## src/hdl/mtom_pkg.sv

```systemverilog
// Shared types and constants for the motor thermal overload model.
`timescale 1ns / 1ps
package mtom_pkg;

  localparam int SAMPLE_W  = 16;
  localparam int MAG_W     = SAMPLE_W + 1;
  localparam int SQ_W      = 31;
  localparam int HEAT_W    = 31;
  localparam int FRAC_BITS = 22;
  localparam int COEF_W    = FRAC_BITS + 1;
  localparam int MAC_ACC_W = HEAT_W + 2;
  localparam int RATE_W    = 9;
  localparam int RATE_SQ_W = 2 * RATE_W;
  localparam int FAULT_W   = 25;
  localparam int WARN_W    = 24;
  localparam int WPROD_W   = 32;
  localparam int CFG_IDX_W = 2;
  localparam int CFG_DAT_W = RATE_W;
  localparam int WACT_W    = 2;
  localparam int MODE_W    = 2;

  localparam logic [MAG_W-1:0]   RATED_Q10     = MAG_W'(1024);
  localparam logic [RATE_W-1:0]  LOAD_RATE_MAX = RATE_W'(400);
  localparam logic [FAULT_W-1:0] FAULT_FACTOR  = FAULT_W'(105);
  localparam logic [WPROD_W-1:0] WARN_FACTOR   = WPROD_W'(114);
  localparam int                 WARN_SHIFT    = 7;
  localparam logic [FAULT_W-1:0] DEFAULT_FAULT        = FAULT_W'(1388625);
  localparam logic [WARN_W-1:0]  DEFAULT_WARN_REDUCED = WARN_W'(1050000);
  localparam logic [WARN_W-1:0]  DEFAULT_WARN_NORMAL  = WARN_W'(1275750);

  // configuration register indexes
  localparam logic [CFG_IDX_W-1:0] CFG_LOAD_RATE    = CFG_IDX_W'(0);
  localparam logic [CFG_IDX_W-1:0] CFG_REDUCED_WARN = CFG_IDX_W'(1);
  localparam logic [CFG_IDX_W-1:0] CFG_PROT_MODE    = CFG_IDX_W'(2);

  // protection modes; any other code acts as fault only
  localparam logic [MODE_W-1:0] MODE_WARN_FAULT = MODE_W'(0);
  localparam logic [MODE_W-1:0] MODE_OFF        = MODE_W'(1);

  typedef enum logic [WACT_W-1:0] {
    WACT_NONE  = 2'd0,
    WACT_RAISE = 2'd1,
    WACT_CLEAR = 2'd2
  } wact_t;

  typedef enum logic [3:0] {
    S_IDLE = 4'b0001,
    S_SQR  = 4'b0010,
    S_MAC  = 4'b0100,
    S_DONE = 4'b1000
  } state_t;

  typedef struct packed {
    logic [FAULT_W-1:0] fault;
    logic [WARN_W-1:0]  warn;
  } thresh_t;

endpackage

```

## src/hdl/mtom_mac.sv

```systemverilog
// Bit-serial I2t filter: heat*a + sq*b + residue, one coefficient bit per cycle.
`timescale 1ns / 1ps
module mtom_mac (
  input  logic                           clk,
  input  logic                           rst_n,
  input  logic                           start,
  input  logic [mtom_pkg::HEAT_W-1:0]    heat,
  input  logic [mtom_pkg::SQ_W-1:0]      sq,
  input  logic [mtom_pkg::FRAC_BITS-1:0] residue,
  input  logic [mtom_pkg::COEF_W-1:0]    coef_a,
  input  logic [mtom_pkg::COEF_W-1:0]    coef_b,
  output logic                           done,
  output logic [mtom_pkg::HEAT_W-1:0]    heat_new,
  output logic [mtom_pkg::FRAC_BITS-1:0] residue_new
);
  import mtom_pkg::*;

  localparam int CNT_W = $clog2(COEF_W);

  logic                 busy_r, busy_nxt;
  logic                 done_r, done_nxt;
  logic [CNT_W-1:0]     cnt_r, cnt_nxt;
  logic [MAC_ACC_W-1:0] acc_r, acc_nxt;
  logic [HEAT_W-1:0]    heat_op_r, heat_op_nxt;
  logic [SQ_W-1:0]      sq_op_r, sq_op_nxt;
  logic [COEF_W-1:0]    ca_r, ca_nxt;
  logic [COEF_W-1:0]    cb_r, cb_nxt;
  logic [FRAC_BITS-1:0] res_r, res_nxt;
  logic [COEF_W-1:0]    low_r, low_nxt;
  logic [MAC_ACC_W-1:0] sum;

  // residue bit i enters at weight 2^i, same as the coefficient bits
  assign sum = acc_r
             + (ca_r[0] ? MAC_ACC_W'(heat_op_r) : '0)
             + (cb_r[0] ? MAC_ACC_W'(sq_op_r) : '0)
             + MAC_ACC_W'(res_r[0]);

  always_comb begin
    busy_nxt    = busy_r;
    done_nxt    = 1'b0;
    cnt_nxt     = cnt_r;
    acc_nxt     = acc_r;
    heat_op_nxt = heat_op_r;
    sq_op_nxt   = sq_op_r;
    ca_nxt      = ca_r;
    cb_nxt      = cb_r;
    res_nxt     = res_r;
    low_nxt     = low_r;
    if (start) begin
      busy_nxt    = 1'b1;
      cnt_nxt     = '0;
      acc_nxt     = '0;
      heat_op_nxt = heat;
      sq_op_nxt   = sq;
      ca_nxt      = coef_a;
      cb_nxt      = coef_b;
      res_nxt     = residue;
    end else if (busy_r) begin
      acc_nxt = sum >> 1;
      low_nxt = {sum[0], low_r[COEF_W-1:1]};
      ca_nxt  = ca_r >> 1;
      cb_nxt  = cb_r >> 1;
      res_nxt = res_r >> 1;
      cnt_nxt = cnt_r + CNT_W'(1);
      if (cnt_r == CNT_W'(COEF_W - 1)) begin
        busy_nxt = 1'b0;
        done_nxt = 1'b1;
      end
    end
  end

  always_ff @(posedge clk) begin
    if (!rst_n) begin
      busy_r <= 1'b0;
      done_r <= 1'b0;
      cnt_r  <= '0;
    end else begin
      busy_r <= busy_nxt;
      done_r <= done_nxt;
      cnt_r  <= cnt_nxt;
    end
  end

  always_ff @(posedge clk) begin
    acc_r     <= acc_nxt;
    heat_op_r <= heat_op_nxt;
    sq_op_r   <= sq_op_nxt;
    ca_r      <= ca_nxt;
    cb_r      <= cb_nxt;
    res_r     <= res_nxt;
    low_r     <= low_nxt;
  end

  assign done        = done_r;
  // low_r holds sum bits [22:0]; acc_r holds sum >> 23
  assign heat_new    = {acc_r[HEAT_W-2:0], low_r[COEF_W-1]};
  assign residue_new = low_r[FRAC_BITS-1:0];

endmodule

```

## config.mk

```make
export PLATFORM = sky130hd
export DESIGN_NAME = mtom_mac
export DESIGN_NICKNAME = d
export VERILOG_FILES = /design/src/hdl/mtom_pkg.sv /design/src/hdl/mtom_mac.sv
export SDC_FILE = /design/constraint.sdc
export NUM_CORES = 1
export LEC_CHECK = 0
export BUFFER_PORTS_ARGS = -buffer_cell sky130_fd_sc_hd__buf_2
export CORE_MARGIN = 2
export CORE_UTILIZATION = 35
export CTS_BUF_LIST = sky130_fd_sc_hd__clkbuf_2 sky130_fd_sc_hd__clkbuf_4 sky130_fd_sc_hd__clkbuf_8
export CTS_CLUSTER_SIZE = 30
export DETAILED_ROUTE_END_ITERATION = 8
export GPL_TIMING_DRIVEN = 0
export HOLD_SLACK_MARGIN = 0.05
export PLACE_DENSITY_LB_ADDON = 0.2
export SLEW_MARGIN = 25
export SYNTH_ARGS = -nofsm -noshare
export SYNTH_HDL_FRONTEND = slang
export SYNTH_SLANG_ARGS = --single-unit
```

## constraint.sdc

```tcl
create_clock -name clk -period 3.6 [get_ports clk]
set_input_delay 0.72 -clock clk [delete_from_list [all_inputs] [get_ports clk]]
set_output_delay 0.72 -clock clk [all_outputs]
set_load 0.005 [all_outputs]
```

* Word-level counts from Yosys, hierarchy flattened
Index checks and enable logic that the tools add are counted.
** Storage, ports and cells
- Output and inout bits :: 54
- Input port bits :: 133
- Latch bits :: 0
- Bits in writable memories :: 0
- Register bits after elaboration :: 192
- Word-level logic and storage cells :: 34
- Memory bits (read-only) :: 0
- Memories kept :: 0
** Cells by class
- Shift-type cells :: 0
- Divide/modulo/power cells :: 0
- Reductions and logical operators :: 4
- Muxes and demuxes :: 12
- $lt $le $gt $ge :: 0
- Add/sub/neg operators :: 4
- Bitwise operators :: 3
- Multiply operators :: 0
- Equal/unequal tests :: 1
** Operators with widths (number)
- 23-bit two-way mux :: 4
- 31-bit two-way mux :: 2
- 22-bit two-way mux :: 2
- 32-bit by 31-bit adder with 33-bit output :: 1
- 33-bit by 1-bit adder with 33-bit output :: 1
- 33-bit by 31-bit adder with 33-bit output :: 1
- 5-bit by 1-bit adder with 5-bit output, second input constant :: 1
- 5-bit == test, second input constant :: 1
- 1-bit two-way mux :: 4
- 1-bit NOT :: 3
- 3-bit OR reduction :: 1
- 2-bit AND reduction :: 1
- 2-bit nonzero test :: 1
- 2-bit OR reduction :: 1

* Depth between registers and ports, before layout
- Depth in word-level cells :: 4
- Depth in mapped cells :: 14
- Depth with buffers taken out :: 13

* Worst setup path before layout
No wires, ideal clock.
- Path kind :: flip-flop to flip-flop
- Start :: reg cb_r[0]
- End :: reg acc_r[29]
- Required time :: 3.483 ns
- Stages on the path, launching flop included :: 15
- Clock period less this slack :: 3.561 ns
- Path buffers :: 1
- Slack :: 0.039 ns
- Arrival :: 3.443 ns
- Cell sequence :: edfxtp_1 -> clkbuf_1 -> nand2_1 -> fa_1 -> inv_1 -> ha_1 -> fa_1 -> a21o_1 -> a221oi_2 -> or4_4 -> a211oi_4 -> o211ai_2 -> a21oi_2 -> or3_2 -> a32o_1
** Between the ends
- Longest elaborated chain between the ends :: 3
** RTL lines
- start: declaration :: RTL line mtom_mac.sv:27 : logic [COEF_W-1:0] cb_r, cb_nxt;
- start signal: assignment :: RTL line mtom_mac.sv:89 : cb_r <= cb_nxt;
- 31-bit two-way mux :: RTL line mtom_mac.sv:35 : + (cb_r[0] ? MAC_ACC_W'(sq_op_r) : '0)
- 33-bit by 31-bit adder with 33-bit output :: RTL line mtom_mac.sv:35
- 33-bit by 1-bit adder with 33-bit output :: RTL line mtom_mac.sv:36 : + MAC_ACC_W'(res_r[0]);
- end signal: assignment :: RTL line mtom_mac.sv:85 : acc_r <= acc_nxt;
- end: declaration :: RTL line mtom_mac.sv:23 : logic [MAC_ACC_W-1:0] acc_r, acc_nxt;
Every way passes these cells.
A chain may end at the register's enable or synchronous reset.

* Final worst setup path
Ends and elaborated chain as after synthesis.

==> metrics.cfg <==
[hold_path]
min-delay-path-class=primary input to register
min_from=heat[25]

[worst_setup_path]
worstPathMaxFanout=5
endpoint=acc_r[29]
slowest_delay_ps=540
path_cells=clkbuf_8 > and2_1 > fa_1 > ha_4 > a21oi_2 > o21ai_1 > a21o_2 > a2111o_1 > o211ai_2 > a21oi_2 > or3_4 > a32o_1
timing.rr.end=acc_r[29]
crit_path_end_kind=register
start_kind=register
cpLargestDelayFamily=compound AO/OA/AOI/OAI gates
crit_buf_inv=1
crit_slowest_cell=fa_1
crit_required_ps=3970
cp_common_cell=a21oi_2
reg2reg_slack_ps=-70
cp-startpoint=cb_r[0]
critPathArrivalTime_ps=4040
rr_worst_depth=12
path_depth=12
regToRegStartpoint=cb_r[0]
critical_path_class=register to register

[sta]
finalHoldViolCount=0
finalWorstSetupSlack_ps=-66.2
layout_min_cycle_time_ps=3670
tightestPinTransition_ps=901
slew-limit-headroom_pct=39.9
rsz0062_at_grt=true
fin_worst_skew_ps=22.7
final-max-slew-violation-count=0
fin_crit_sh_pct=102
fmax_mhz=273
setup_viol=2

[clock_network]
clk_pin_slew_ps=120
clk_latency_ps=490
cts_tree=yes
clockRootBuffer=clkbuf_8
htree_num_levels=4
cts.path.max_buffers=2
cts_buffers=17
cts_sinks=192

[synthesis]
ys.flop_type=edfxtp_1
synthArstFlopShare_pct=0
synthCells=702
synth_area_per_cell_um2=13.7
synth.distinct_cells=59
ys_seq_area_share_pct=56.0
synth_area_mm2=0.00959
synth-edff-count=153
ys_seq_elements=192
syn_nets=901
synth_warnings=0

[layout]
drive_gt1_share_pct=42.8
final_cell_mix=buf_2 (188), edfxtp_1 (153), mux2_2 (65)
syn_to_final_growth_pct=24.7
finalNetCount=1133
final_common_cell=buf_2
design_area_mm2=0.0120
fillers=2517
fin_cells=1288
post-route-util_pct=44.4

[placement]
post-place-ws_ps=-696
place.port_buffers=186
gp_congestion=0.896
hpwl_um=15400
place_inst=1232
placed_area_mm2=0.0110

[grt]
grt_pass1_vias=6306
track_usage_pct=15.5
antenna_found_initial=4
grt_max_degree=40
grt_pass1_wl_um=34000
overflow=0

[drt]
drt_iter0_drc=217
drt_wl_total_um=21600
detail-route-antenna-nets=0
wl_met3_um=1600
wl_per_cell_um=16.8
met2_length_um=10100
drtPass1Iterations=4
via_count=6129
top_layer_used=met5
wl_met1_um=9670
drcViolationCount=0
viasPerCell=4.76

[flow_run]
cap_violations=0

[floorplanning]
core_area_mm2=0.0270
start_util_pct=35.6
io_pins=187
die_y_um=170
die_x_um=170
die-area_mm2=0.0287
rows=60

[power]
ir_drop_mv=0.243
finalPower_mw=6.25
total_leakage_power_nw=4.95
powerDensity_mw_per_mm2=522

[status]
violations=setup timing
status=finished with violations

==> logic make-up after synthesis <==
family / Yosys count / share of synthesized area (%)
AO/OA/AOI/OAI: 107 / 7.89
AND/OR/NAND/NOR: 159 / 8.88
multiplexers: 80 / 9.20
adder cells (fa/ha/maj): 66 / 11.1
XOR/XNOR: 31 / 2.83
buffers and inverters: 67 / 4.03
flip-flops: 192 / 56.0
==> worst min path at each step <==
stage / to / depth (start not counted)
3_3_place_gp: low_r[19] / 0
4_1_cts: sq_op_r[5] / 1
2_1_floorplan: low_r[0] / 0
3_5_place_dp: low_r[20] / 0
5_1_grt: sq_op_r[7] / 1
6_report: heat_op_r[25] / 1
==> through the flow <==
stage / TNS (ps) / hold WS (ps)
6_report: -101 / 398
5_1_grt: -1330 / 339
4_1_cts: -139 / 349
2_1_floorplan: 0 / 452
3_3_place_gp: -178200 / 428
3_5_place_dp: -6800 / 431
==> layout make-up <==
| type | count | area (um^2) | area share, % |
|---|---|---|---|
| Sequential cell | 192 | 5380 | 44.9 |
| Clock inverter | 14 | 149 | 1.24 |
| Tap cell | 341 | 427 | 3.57 |
| Inverter | 11 | 43.8 | 0.366 |
| Multi-Input combinational cell | 443 | 4160 | 34.8 |
| Antenna cell | 1 | 2.50 | 0.0209 |
| Timing Repair Buffer | 213 | 1190 | 9.94 |
| Buffer | 56 | 385 | 3.22 |
| Clock buffer | 17 | 234 | 1.96 |
==> registers in the layout, indices dropped and copies added, names as in the netlist <==
name       cells
acc_r         32
heat_op_r     31
sq_op_r       31
ca_r          23
cb_r          23
low_r         23
res_r         22
cnt_r          5
busy_r         1
done           1
==> cells in the mapped netlist, drive strengths merged (2+ instances only) <==
cell type / n / area share, %
o2111ai: 2 / 0.18
o21bai: 2 / 0.16
nand2: 19 / 0.74
mux2: 65 / 7.6
and3: 3 / 0.20
nand3: 6 / 0.31
or3: 4 / 0.29
a21oi: 33 / 1.8
a31oi: 4 / 0.26
a221oi: 3 / 0.40
mux2i: 15 / 1.6
edfxtp: 153 / 48
o21ai: 16 / 0.83
o21a: 4 / 0.31
nand2b: 3 / 0.20
nand4: 6 / 0.39
a22o: 12 / 1.1
xnor2: 19 / 1.7
a21o: 12 / 0.98
o31ai: 3 / 0.23
fa: 32 / 6.7
o211ai: 4 / 0.37
dfxtp: 39 / 8.1
xor2: 12 / 1.1
nor2: 40 / 1.6
a211oi: 5 / 0.52
nor3: 4 / 0.21
buf: 40 / 2.9
ha: 34 / 4.4
nor2b: 3 / 0.22
and2: 65 / 4.3
inv: 11 / 0.43
clkbuf: 15 / 0.59
==> power by group <==
| group | total [mW] | leakage [nW] | internal, mW | switching, mW |
|---|---|---|---|---|
| Combinational | 2.06 | 2.93 | 1.05 | 1.02 |
| Sequential | 2.77 | 1.82 | 2.64 | 0.122 |
| Clock | 1.42 | 0.194 | 0.572 | 0.851 |
| Total | 6.25 | 4.95 | 4.26 | 1.99 |
==> worst register-to-register path, stage by stage, from the launching register on <==
cell and delay (ps):
edfxtp_1 530, clkbuf_8 220, and2_1 140, fa_1 540
ha_4 240, a21oi_2 160, o21ai_1 130, a21o_2 250
a2111o_1 450, o211ai_2 220, a21oi_2 90, or3_4 320
a32o_1 260
==> routing by layer <==
metal,global-route usage (%),vias to the layer above
met5,0,-
met2,24.7,157
li1,-,2999
met4,3.53,4
met3,6.41,21
met1,19.7,2948
==> repair_timing <==
item / in CTS / in global routing
gates cloned: 2 / 0
hold buffers: 0 / 0
pin swaps: 32 / 13
endpoints found under the setup margin: 23 / 18
resized for setup: 56 / 17
buffers inserted: 18 / 4
Power figures use the tool's default switching activity.
